===== src/rtl/core/rlb_pkg.sv =====
// Shared types and constants for the RGBA layer blend core.
// Holds blend mode codes, register indexes and the lane stage-enable group.
// No dependencies.
package rlb_pkg;

	// Default channel width; ports and lanes follow the module parameter
	localparam int unsigned CHANNEL_BITS_DEF = 8;

	// Number of color lanes (red, green, blue)
	localparam int unsigned LANES = 3;

	// Opacity is Q1.8 held in nine bits, 256 means one
	localparam int unsigned OPACITY_BITS = 9;
	localparam int unsigned OPACITY_FRAC = 8;
	localparam logic [OPACITY_BITS-1:0] OPACITY_ONE = 9'd256;

	// Configuration port
	localparam int unsigned CFG_INDEX_BITS = 2;
	localparam int unsigned CFG_DATA_BITS  = 9;
	localparam int unsigned MODE_BITS      = 3;

	localparam logic [CFG_INDEX_BITS-1:0] REG_BLEND_MODE = 2'd0;
	localparam logic [CFG_INDEX_BITS-1:0] REG_OPACITY    = 2'd1;

	// Blend mode codes; codes above add behave as normal
	typedef enum logic [MODE_BITS-1:0] {
		MODE_NORMAL   = 3'd0,
		MODE_MULTIPLY = 3'd1,
		MODE_SCREEN   = 3'd2,
		MODE_OVERLAY  = 3'd3,
		MODE_ADD      = 3'd4
	} mode_t;

	// Per-stage load enables that the top level hands to every lane
	typedef struct packed {
		logic en_s1;
		logic en_s2;
		logic en_s3;
	} stage_en_t;

endpackage


===== src/rtl/core/rlb_in_if.sv =====
// Input channel of the RGBA layer blend core: one base RGBA and one overlay RGB pixel.
// Depends on rlb_pkg for the default channel width.
interface rlb_in_if #(
	parameter int unsigned CHANNEL_BITS = rlb_pkg::CHANNEL_BITS_DEF
);
	logic                    valid;
	logic                    ready;
	logic [CHANNEL_BITS-1:0] base_red;
	logic [CHANNEL_BITS-1:0] base_green;
	logic [CHANNEL_BITS-1:0] base_blue;
	logic [CHANNEL_BITS-1:0] base_alpha;
	logic [CHANNEL_BITS-1:0] over_red;
	logic [CHANNEL_BITS-1:0] over_green;
	logic [CHANNEL_BITS-1:0] over_blue;

	modport source (
		output valid, base_red, base_green, base_blue, base_alpha,
		output over_red, over_green, over_blue,
		input  ready
	);

	modport sink (
		input  valid, base_red, base_green, base_blue, base_alpha,
		input  over_red, over_green, over_blue,
		output ready
	);
endinterface


===== src/rtl/core/rlb_out_if.sv =====
// Output channel of the RGBA layer blend core: one blended RGBA pixel.
// Depends on rlb_pkg for the default channel width.
interface rlb_out_if #(
	parameter int unsigned CHANNEL_BITS = rlb_pkg::CHANNEL_BITS_DEF
);
	logic                    valid;
	logic                    ready;
	logic [CHANNEL_BITS-1:0] out_red;
	logic [CHANNEL_BITS-1:0] out_green;
	logic [CHANNEL_BITS-1:0] out_blue;
	logic [CHANNEL_BITS-1:0] out_alpha;

	modport source (
		output valid, out_red, out_green, out_blue, out_alpha,
		input  ready
	);

	modport sink (
		input  valid, out_red, out_green, out_blue, out_alpha,
		output ready
	);
endinterface


===== src/rtl/core/rlb_lane.sv =====
// One color lane of the blend core: mode blend, divide by channel max, opacity mix.
// Three pipeline stages, loaded by the stage enables from the top level.
// Depends on rlb_pkg.
module rlb_lane #(
	parameter int unsigned CHANNEL_BITS = rlb_pkg::CHANNEL_BITS_DEF
) (
	input  logic                                clk,
	input  rlb_pkg::stage_en_t                  stage_en,
	input  rlb_pkg::mode_t                      mode,
	input  logic [rlb_pkg::OPACITY_BITS-1:0]    opacity,
	input  logic [CHANNEL_BITS-1:0]             base,
	input  logic [CHANNEL_BITS-1:0]             over,
	output logic [CHANNEL_BITS-1:0]             result
);

	localparam int unsigned W  = CHANNEL_BITS;
	localparam int unsigned PW = 2 * W + 1;
	localparam int unsigned OB = rlb_pkg::OPACITY_BITS;
	localparam int unsigned MW = W + OB + 2;
	localparam logic [W-1:0] CH_MAX = {W{1'b1}};

	// Stage 1: operand select and product
	logic [W-1:0]  base_inv;
	logic [W-1:0]  over_inv;
	logic [W:0]    sum_add;
	logic [W:0]    fac_a;
	logic [W-1:0]  fac_b;
	logic          inv_sel;
	logic          use_prod;
	logic [W-1:0]  direct;
	logic [PW-1:0] prod;

	logic [PW-1:0] prod_s1;
	logic          inv_s1;
	logic          use_prod_s1;
	logic [W-1:0]  direct_s1;
	logic [W-1:0]  base_s1;

	always_comb begin
		base_inv = ~base;
		over_inv = ~over;
		sum_add  = {1'b0, base} + {1'b0, over};
		fac_a    = '0;
		fac_b    = '0;
		inv_sel  = 1'b0;
		use_prod = 1'b0;
		direct   = over;
		case (mode)
			rlb_pkg::MODE_MULTIPLY: begin
				fac_a    = {1'b0, base};
				fac_b    = over;
				use_prod = 1'b1;
			end
			rlb_pkg::MODE_SCREEN: begin
				fac_a    = {1'b0, base_inv};
				fac_b    = over_inv;
				inv_sel  = 1'b1;
				use_prod = 1'b1;
			end
			rlb_pkg::MODE_OVERLAY: begin
				// base below half when its top bit is clear
				use_prod = 1'b1;
				if (!base[W-1]) begin
					fac_a = {base, 1'b0};
					fac_b = over;
				end else begin
					fac_a   = {base_inv, 1'b0};
					fac_b   = over_inv;
					inv_sel = 1'b1;
				end
			end
			rlb_pkg::MODE_ADD: begin
				direct = sum_add[W] ? CH_MAX : sum_add[W-1:0];
			end
			default: begin
				direct = over;
			end
		endcase
	end

	assign prod = fac_a * fac_b;

	always_ff @(posedge clk) begin
		if (stage_en.en_s1) begin
			prod_s1     <= prod;
			inv_s1      <= inv_sel;
			use_prod_s1 <= use_prod;
			direct_s1   <= direct;
			base_s1     <= base;
		end
	end

	// Stage 2: floor divide by 2^W-1 through folded remainders, then select
	logic [W:0]   quo_hi;
	logic [W+1:0] rem_a;
	logic [1:0]   quo_mid;
	logic [W:0]   rem_b;
	logic         rem_fix;
	logic [W:0]   quo;
	logic [W-1:0] blend;

	logic [W-1:0] blend_s2;
	logic [W-1:0] base_s2;

	always_comb begin
		quo_hi  = prod_s1[PW-1:W];
		rem_a   = {2'b00, prod_s1[W-1:0]} + {1'b0, quo_hi};
		quo_mid = rem_a[W+1:W];
		rem_b   = {1'b0, rem_a[W-1:0]} + {{(W-1){1'b0}}, quo_mid};
		rem_fix = (rem_b >= {1'b0, CH_MAX});
		quo     = quo_hi + {{(W-1){1'b0}}, quo_mid} + {{W{1'b0}}, rem_fix};
		if (!use_prod_s1) begin
			blend = direct_s1;
		end else if (inv_s1) begin
			blend = CH_MAX - quo[W-1:0];
		end else begin
			blend = quo[W-1:0];
		end
	end

	always_ff @(posedge clk) begin
		if (stage_en.en_s2) begin
			blend_s2 <= blend;
			base_s2  <= base_s1;
		end
	end

	// Stage 3: base + floor((blend - base) * opacity / 256), clamped
	logic signed [W:0]    diff;
	logic signed [OB:0]   op_sgn;
	logic signed [MW-1:0] scaled;
	logic signed [MW-1:0] mixed;
	logic [W-1:0]         mix_sat;

	logic [W-1:0] result_s3;

	assign diff   = $signed({1'b0, blend_s2}) - $signed({1'b0, base_s2});
	assign op_sgn = $signed({1'b0, opacity});
	assign scaled = diff * op_sgn;
	assign mixed  = $signed({{(OB + 2){1'b0}}, base_s2}) + (scaled >>> rlb_pkg::OPACITY_FRAC);

	always_comb begin
		if (mixed < 0) begin
			mix_sat = '0;
		end else if (mixed > $signed({{(OB + 2){1'b0}}, CH_MAX})) begin
			mix_sat = CH_MAX;
		end else begin
			mix_sat = mixed[W-1:0];
		end
	end

	always_ff @(posedge clk) begin
		if (stage_en.en_s3) begin
			result_s3 <= mix_sat;
		end
	end

	assign result = result_s3;

endmodule


===== src/rtl/core/rgba_layer_blend_core.sv =====
// Top level of the RGBA layer blend core: config registers, valid pipeline,
// three color lanes and the output word assembly.
// Depends on rlb_pkg, rlb_in_if, rlb_out_if and rlb_lane.

// Blends an overlay RGB pixel onto a base RGBA pixel by the selected mode
// (normal, multiply, screen, overlay, saturating add), then mixes the result
// with the base by opacity (Q1.8, 256 is fully applied; larger values act as
// 256). Base alpha passes through. The core takes one pixel every cycle while
// the output is not stalled and carries it through the three-stage lane
// pipeline (operand product, divide by channel max, opacity mix), and the
// last stage is the output register. A stalled output holds its word while
// empty stages upstream keep filling. Write blend_mode and opacity only while
// no pixel is in flight; mode codes 5 to 7 act as normal.
module rgba_layer_blend_core #(
	parameter int unsigned CHANNEL_BITS = rlb_pkg::CHANNEL_BITS_DEF
) (
	input  logic                                 clk,
	input  logic                                 arst_n,
	input  logic                                 cfg_we,
	input  logic [rlb_pkg::CFG_INDEX_BITS-1:0]   cfg_index,
	input  logic [rlb_pkg::CFG_DATA_BITS-1:0]    cfg_data,
	rlb_in_if.sink                               pix_in,
	rlb_out_if.source                            pix_out
);

	localparam int unsigned W = CHANNEL_BITS;

	// Configuration registers
	rlb_pkg::mode_t                   blend_mode_q;
	logic [rlb_pkg::OPACITY_BITS-1:0] opacity_q;
	logic [rlb_pkg::OPACITY_BITS-1:0] opacity_eff;

	always_ff @(posedge clk or negedge arst_n) begin
		if (!arst_n) begin
			blend_mode_q <= rlb_pkg::MODE_NORMAL;
			opacity_q    <= rlb_pkg::OPACITY_ONE;
		end else if (cfg_we) begin
			case (cfg_index)
				rlb_pkg::REG_BLEND_MODE: begin
					blend_mode_q <= rlb_pkg::mode_t'(cfg_data[rlb_pkg::MODE_BITS-1:0]);
				end
				rlb_pkg::REG_OPACITY: begin
					opacity_q <= cfg_data[rlb_pkg::OPACITY_BITS-1:0];
				end
				default: begin
				end
			endcase
		end
	end

	// Clamp opacity above one down to one
	assign opacity_eff = opacity_q[rlb_pkg::OPACITY_BITS-1] ? rlb_pkg::OPACITY_ONE : opacity_q;

	// Valid pipeline: a stage loads when it is empty or the next one loads
	rlb_pkg::stage_en_t stage_en;
	logic               valid_s1;
	logic               valid_s2;
	logic               valid_s3;

	assign stage_en.en_s3 = !valid_s3 || pix_out.ready;
	assign stage_en.en_s2 = !valid_s2 || stage_en.en_s3;
	assign stage_en.en_s1 = !valid_s1 || stage_en.en_s2;

	assign pix_in.ready = stage_en.en_s1;

	always_ff @(posedge clk or negedge arst_n) begin
		if (!arst_n) begin
			valid_s1 <= 1'b0;
			valid_s2 <= 1'b0;
			valid_s3 <= 1'b0;
		end else begin
			if (stage_en.en_s1) begin
				valid_s1 <= pix_in.valid;
			end
			if (stage_en.en_s2) begin
				valid_s2 <= valid_s1;
			end
			if (stage_en.en_s3) begin
				valid_s3 <= valid_s2;
			end
		end
	end

	// Carry alpha alongside the lanes
	logic [W-1:0] alpha_s1;
	logic [W-1:0] alpha_s2;
	logic [W-1:0] alpha_s3;

	always_ff @(posedge clk) begin
		if (stage_en.en_s1) begin
			alpha_s1 <= pix_in.base_alpha;
		end
		if (stage_en.en_s2) begin
			alpha_s2 <= alpha_s1;
		end
		if (stage_en.en_s3) begin
			alpha_s3 <= alpha_s2;
		end
	end

	// Color lanes
	logic [W-1:0] lane_base   [rlb_pkg::LANES];
	logic [W-1:0] lane_over   [rlb_pkg::LANES];
	logic [W-1:0] lane_result [rlb_pkg::LANES];

	assign lane_base[0] = pix_in.base_red;
	assign lane_base[1] = pix_in.base_green;
	assign lane_base[2] = pix_in.base_blue;
	assign lane_over[0] = pix_in.over_red;
	assign lane_over[1] = pix_in.over_green;
	assign lane_over[2] = pix_in.over_blue;

	for (genvar ln = 0; ln < rlb_pkg::LANES; ln++) begin : g_lane
		rlb_lane #(
			.CHANNEL_BITS (CHANNEL_BITS)
		) u_lane (
			.clk      (clk),
			.stage_en (stage_en),
			.mode     (blend_mode_q),
			.opacity  (opacity_eff),
			.base     (lane_base[ln]),
			.over     (lane_over[ln]),
			.result   (lane_result[ln])
		);
	end

	// Assemble the output word
	assign pix_out.valid     = valid_s3;
	assign pix_out.out_red   = lane_result[0];
	assign pix_out.out_green = lane_result[1];
	assign pix_out.out_blue  = lane_result[2];
	assign pix_out.out_alpha = alpha_s3;

endmodule


===== src/flat_wrapper.sv =====
// flat-port wrapper written by rule: the top's interface ports become plain ports
module rgba_layer_blend_core_flat 
#(
	parameter int unsigned CHANNEL_BITS = rlb_pkg::CHANNEL_BITS_DEF
)
  (clk, arst_n, cfg_we, cfg_index, cfg_data, pix_in_valid, pix_in_base_red, pix_in_base_green, pix_in_base_blue, pix_in_base_alpha, pix_in_over_red, pix_in_over_green, pix_in_over_blue, pix_in_ready, pix_out_valid, pix_out_out_red, pix_out_out_green, pix_out_out_blue, pix_out_out_alpha, pix_out_ready);
  rlb_in_if #(.CHANNEL_BITS(CHANNEL_BITS)) pix_in_i ();
  rlb_out_if #(.CHANNEL_BITS(CHANNEL_BITS)) pix_out_i ();
  input  logic clk;
  input  logic arst_n;
  input  logic cfg_we;
  input  logic [rlb_pkg::CFG_INDEX_BITS-1:0] cfg_index;
  input  logic [rlb_pkg::CFG_DATA_BITS-1:0] cfg_data;
  input wire logic [$bits(pix_in_i.valid)-1:0] pix_in_valid;
  input wire logic [$bits(pix_in_i.base_red)-1:0] pix_in_base_red;
  input wire logic [$bits(pix_in_i.base_green)-1:0] pix_in_base_green;
  input wire logic [$bits(pix_in_i.base_blue)-1:0] pix_in_base_blue;
  input wire logic [$bits(pix_in_i.base_alpha)-1:0] pix_in_base_alpha;
  input wire logic [$bits(pix_in_i.over_red)-1:0] pix_in_over_red;
  input wire logic [$bits(pix_in_i.over_green)-1:0] pix_in_over_green;
  input wire logic [$bits(pix_in_i.over_blue)-1:0] pix_in_over_blue;
  output wire logic [$bits(pix_in_i.ready)-1:0] pix_in_ready;
  output wire logic [$bits(pix_out_i.valid)-1:0] pix_out_valid;
  output wire logic [$bits(pix_out_i.out_red)-1:0] pix_out_out_red;
  output wire logic [$bits(pix_out_i.out_green)-1:0] pix_out_out_green;
  output wire logic [$bits(pix_out_i.out_blue)-1:0] pix_out_out_blue;
  output wire logic [$bits(pix_out_i.out_alpha)-1:0] pix_out_out_alpha;
  input wire logic [$bits(pix_out_i.ready)-1:0] pix_out_ready;
  assign pix_in_i.valid = pix_in_valid;
  assign pix_in_i.base_red = pix_in_base_red;
  assign pix_in_i.base_green = pix_in_base_green;
  assign pix_in_i.base_blue = pix_in_base_blue;
  assign pix_in_i.base_alpha = pix_in_base_alpha;
  assign pix_in_i.over_red = pix_in_over_red;
  assign pix_in_i.over_green = pix_in_over_green;
  assign pix_in_i.over_blue = pix_in_over_blue;
  assign pix_in_ready = pix_in_i.ready;
  assign pix_out_valid = pix_out_i.valid;
  assign pix_out_out_red = pix_out_i.out_red;
  assign pix_out_out_green = pix_out_i.out_green;
  assign pix_out_out_blue = pix_out_i.out_blue;
  assign pix_out_out_alpha = pix_out_i.out_alpha;
  assign pix_out_i.ready = pix_out_ready;
  rgba_layer_blend_core #(.CHANNEL_BITS(CHANNEL_BITS)) u_core (.clk(clk), .arst_n(arst_n), .cfg_we(cfg_we), .cfg_index(cfg_index), .cfg_data(cfg_data), .pix_in(pix_in_i), .pix_out(pix_out_i));
endmodule

===== config.mk =====
export PLATFORM = sky130hd
export DESIGN_NAME = rgba_layer_blend_core_flat
export DESIGN_NICKNAME = d
export VERILOG_FILES = /design/src/rtl/core/rlb_pkg.sv /design/src/rtl/core/rlb_in_if.sv /design/src/rtl/core/rlb_out_if.sv /design/src/rtl/core/rlb_lane.sv /design/src/rtl/core/rgba_layer_blend_core.sv /design/src/flat_wrapper.sv
export SDC_FILE = /design/constraint.sdc
export NUM_CORES = 1
export LEC_CHECK = 0
export ABC_CLOCK_PERIOD_IN_PS = 10230
export BUFFER_PORTS_ARGS = -buffer_cell sky130_fd_sc_hd__buf_2
export CAP_MARGIN = 10
export CORE_ASPECT_RATIO = 0.7
export CORE_MARGIN = 2
export CORE_UTILIZATION = 44
export DETAILED_ROUTE_END_ITERATION = 10
export HOLD_SLACK_MARGIN = 0.15
export PLACE_DENSITY = 0.69
export SETUP_SLACK_MARGIN = 0.02
export SYNTH_ARGS = -nofsm -noshare
export SYNTH_HDL_FRONTEND = slang
export SYNTH_SLANG_ARGS = --single-unit

===== constraint.sdc =====
create_clock -name clk -period 10.23 [get_ports clk]
set_input_delay 0.5115 -clock clk [delete_from_list [all_inputs] [get_ports clk]]
set_output_delay 0.5115 -clock clk [all_outputs]
set_load 0.01 [all_outputs]

==> results by group <==
Setup path
  – Worst Path Arrival: 9370 ps
  – Crit-path most repeated cell: fa_1
  – Setup CP Type: flop to flop
  – Critical Path Fanout Max: 9
  – Reg2Reg Setup Slack: 1120 ps
  – Slowest stage delay, CP: 740 ps
  – Slowest CP cell: o41ai_1
  – FF-to-FF Start: u_core.g_lane[2].u_lane.base_s2[1]
  – R2R depth: 32
  – CP Launch Type: flop
  – FF-to-FF End: u_core.g_lane[2].u_lane.result[5]
  – Required @ worst endpoint: 10490 ps
  – Nature of the critical path endpoint: flop

Timing
  – Final setup viols: 0
  – Worst-Margin Slew: 1030 ps
  – Final Max Slew Viols: 0
  – Period utilisation layout: 89.1%
  – Rel. slew slack: 31.4%
  – Setup TNS: 0 ps
  – Fmax: 110 MHz
  – Slack of the critical path: 1120 ps
  – RSZ-0062 raised after global routing: no
  – Clock skew: 24.4 ps
  – Hold Vio Cnt, Final: 0
  – Min cycle time layout: 9110 ps

Route
  – Detailed Route WL: 64.3 mm
  – Vias/cell: 5.27
  – Wire per inst: 17.4 microns
  – DRC: 0
  – 1st-iter DRT viols: 1568
  – DRT Pass-1 Iters: 8
  – Remaining antenna violation count after routing: 0
  – DR vias: 19500

Clocking
  – Clock sink count: 214
  – H-tree levels: 1
  – Post-cts resize count: 0
  – Clock Tree Root: clkbuf_16
  – Post-CTS Setup Inserts: 0
  – Maximum clock path buffer count: 3
  – CTS tree: yes
  – Clk_lat worst skew: 560 ps
  – Num CTS Buffers: 23
  – Clock-pin transition on the worst setup and hold timing paths: 80 ps
  – Hold-fix buffers, CTS: 10

Floorplan
  – I/O Pins: 106
  – Rows: 75
  – Die Ht: 211 microns
  – Full die area: 63000 sq um
  – Chip Width: 299 microns
  – Initial Utilization: 44.6%
  – Core area: 60100 sq um

GRT
  – Grt ovf: 0
  – GRT Resource Usage Total: 21.2%
  – Vias in the first global route: 19400
  – Largest net degree at the start of global routing: 70
  – Antenna violations before repair: 4
  – First-pass GRT wire length: 106 mm

Finish
  – Final nets: 3606
  – Share of cells above drive strength 1: 8.15%
  – FF/Latch Area: 6350 sq um
  – Filler instances: 5659
  – Post-route insts no fill: 3703
  – Multi-input gate area: 18800 sq um
  – Area Overhead vs Synth: 9.03%

Min path
  – Worst Hold Launch: cfg_data[3]
  – Hold Crit Class: input port to flop
  – Hold path endpoint: u_core.opacity_q[3]
  – Cell depth of the worst hold path: 2

Synthesis
  – Seq/Total Area, Yosys: 23.7%
  – Most frequent cell after synthesis: inv_1
  – #FFs+latches synth: 214
  – Synth async-reset ratio: 7.01%
  – Synth area leaders: edfxtp_1 22%, fa_1 21%, ha_1 18%
  – Count of cell types in the netlist: 74
  – Cells after Synth: 2760
  – Synth Flop Type: edfxtp_1
  – Post-synth top area share: 22.3%
  – Number of synthesized flops with an enable pin: 199
  – Top post-synthesis cells by count: 395 x inv_1, 381 x ha_1, 285 x nor2_1
  – Syn nets: 3489
  – Post-Syn Area: 26800 sq um
  – Yosys warns: 0
  – Dominant cell type by area after synthesis: edfxtp_1
  – Mean Syn Cell Area: 9.71 sq um

Place
  – Detail Placement HPWL: 52.1 mm
  – # port buffers: 105
  – GP Congestion: 0.909
  – Place WS: 1280 ps
  – Placed Cells: 3650

Flow run
  – Max Cap Viol: 0

Run status
  – Status: completed
-- stage by stage --
| stage | cell area (sq um) | util [%] | hold slack (ps) |
|---|---|---|---|
| 3_3_place_gp | 28400 | 47.2 | 400 |
| 3_5_place_dp | 28400 | 47.2 | 405 |
| 5_1_grt | 29200 | 48.7 | 178 |
| 4_1_cts | 29200 | 48.7 | 177 |
| 2_1_floorplan | 26800 | - | 216 |
| 6_report | 29200 | 48.7 | 192 |
-- layer usage --
| metal | routed length (microns) | global-route usage (%) | part of all wire [%] |
|---|---|---|---|
| met1 | 31800 | 32.8 | 49 |
| met5 | 38 | 0 | 0.059 |
| met2 | 25900 | 30.5 | 40 |
| met4 | 883 | 3.14 | 1.4 |
| met3 | 5710 | 4.72 | 8.9 |
-- registers in the layout, summed over array words and instances, names as in the netlist, 3 cells and up --
register / count
u_core.alpha_s1: 8
u_core.g_lane.u_lane.result: 24
u_core.g_lane.u_lane.inv_s1: 3
u_core.g_lane.u_lane.prod_s1: 51
u_core.g_lane.u_lane.blend_s2: 24
u_core.opacity_q: 9
u_core.blend_mode_q: 3
u_core.g_lane.u_lane.base_s2: 24
u_core.alpha_s2: 8
u_core.g_lane.u_lane.base_s1: 24
u_core.g_lane.u_lane.direct_s1: 24
u_core.pix_out.out_alpha: 8
-- how the worst max path moves through the flow --
stage / start / end / slack (ps) / cells after the start
after CTS: u_core.g_lane[2].u_lane.base_s2[1] / u_core.g_lane[2].u_lane.result[3] / 1220 / 32
final: u_core.g_lane[2].u_lane.base_s2[1] / u_core.g_lane[2].u_lane.result[5] / 1120 / 32
after global placement: u_core.g_lane[2].u_lane.base_s2[1] / u_core.g_lane[2].u_lane.result[2] / 1410 / 32
after global routing: u_core.g_lane[2].u_lane.base_s2[1] / u_core.g_lane[2].u_lane.result[3] / 530 / 32
after floorplan: u_core.g_lane[2].u_lane.base_s2[1] / u_core.g_lane[2].u_lane.result[0] / 2170 / 34
after detailed placement: u_core.g_lane[2].u_lane.base_s2[1] / u_core.g_lane[2].u_lane.result[3] / 1280 / 32
-- worst max-delay path: cells and delay by family, from the launching register on --
kind / cells / cell delay [ps]
buf+inv: 4 / 240
simple gates: 7 / 1190
flops: 1 / 490
xor+xnor: 2 / 840
compound gates: 11 / 2930
fa+ha+maj: 8 / 3090
-- cells in the final DEF, fill, tap and decap left out, types with 29 or more instances in the layout --
cell / count
o21ai_0: 63
nand2_1: 189
nor2b_1: 60
fa_1: 276
ha_1: 381
a21o_1: 55
nand2b_1: 99
inv_1: 395
xor2_1: 49
o21ai_1: 29
xnor2_1: 139
edfxtp_1: 199
buf_2: 105
nor2_1: 285
a21oi_1: 152
nor3_1: 38
-- cell type report --
| type | instances | share of cell area (%) |
|---|---|---|
| multi-input combinational | 2093 | 64.2 |
| sequential | 214 | 21.7 |
| inverter | 402 | 5.16 |
| tap | 808 | 3.46 |
| timing repair buffer | 143 | 2.86 |
| clock buffer | 25 | 1.99 |
| clock inverter | 17 | 0.608 |
| antenna | 1 | 0.00856 |
-- logic make-up after synthesis --
| family | after synthesis | synth area share (%) |
|---|---|---|
| simple gates | 788 | 13.8 |
| fa+ha+maj | 658 | 38.4 |
| buf+inv | 453 | 6.34 |
| compound gates | 424 | 10.1 |
| flops | 214 | 23.7 |
| xor+xnor | 188 | 6.14 |
| mux | 35 | 1.44 |
Power is not shown: default switching activity piles up to over one toggle a cycle in this logic, so the estimate is an artifact.
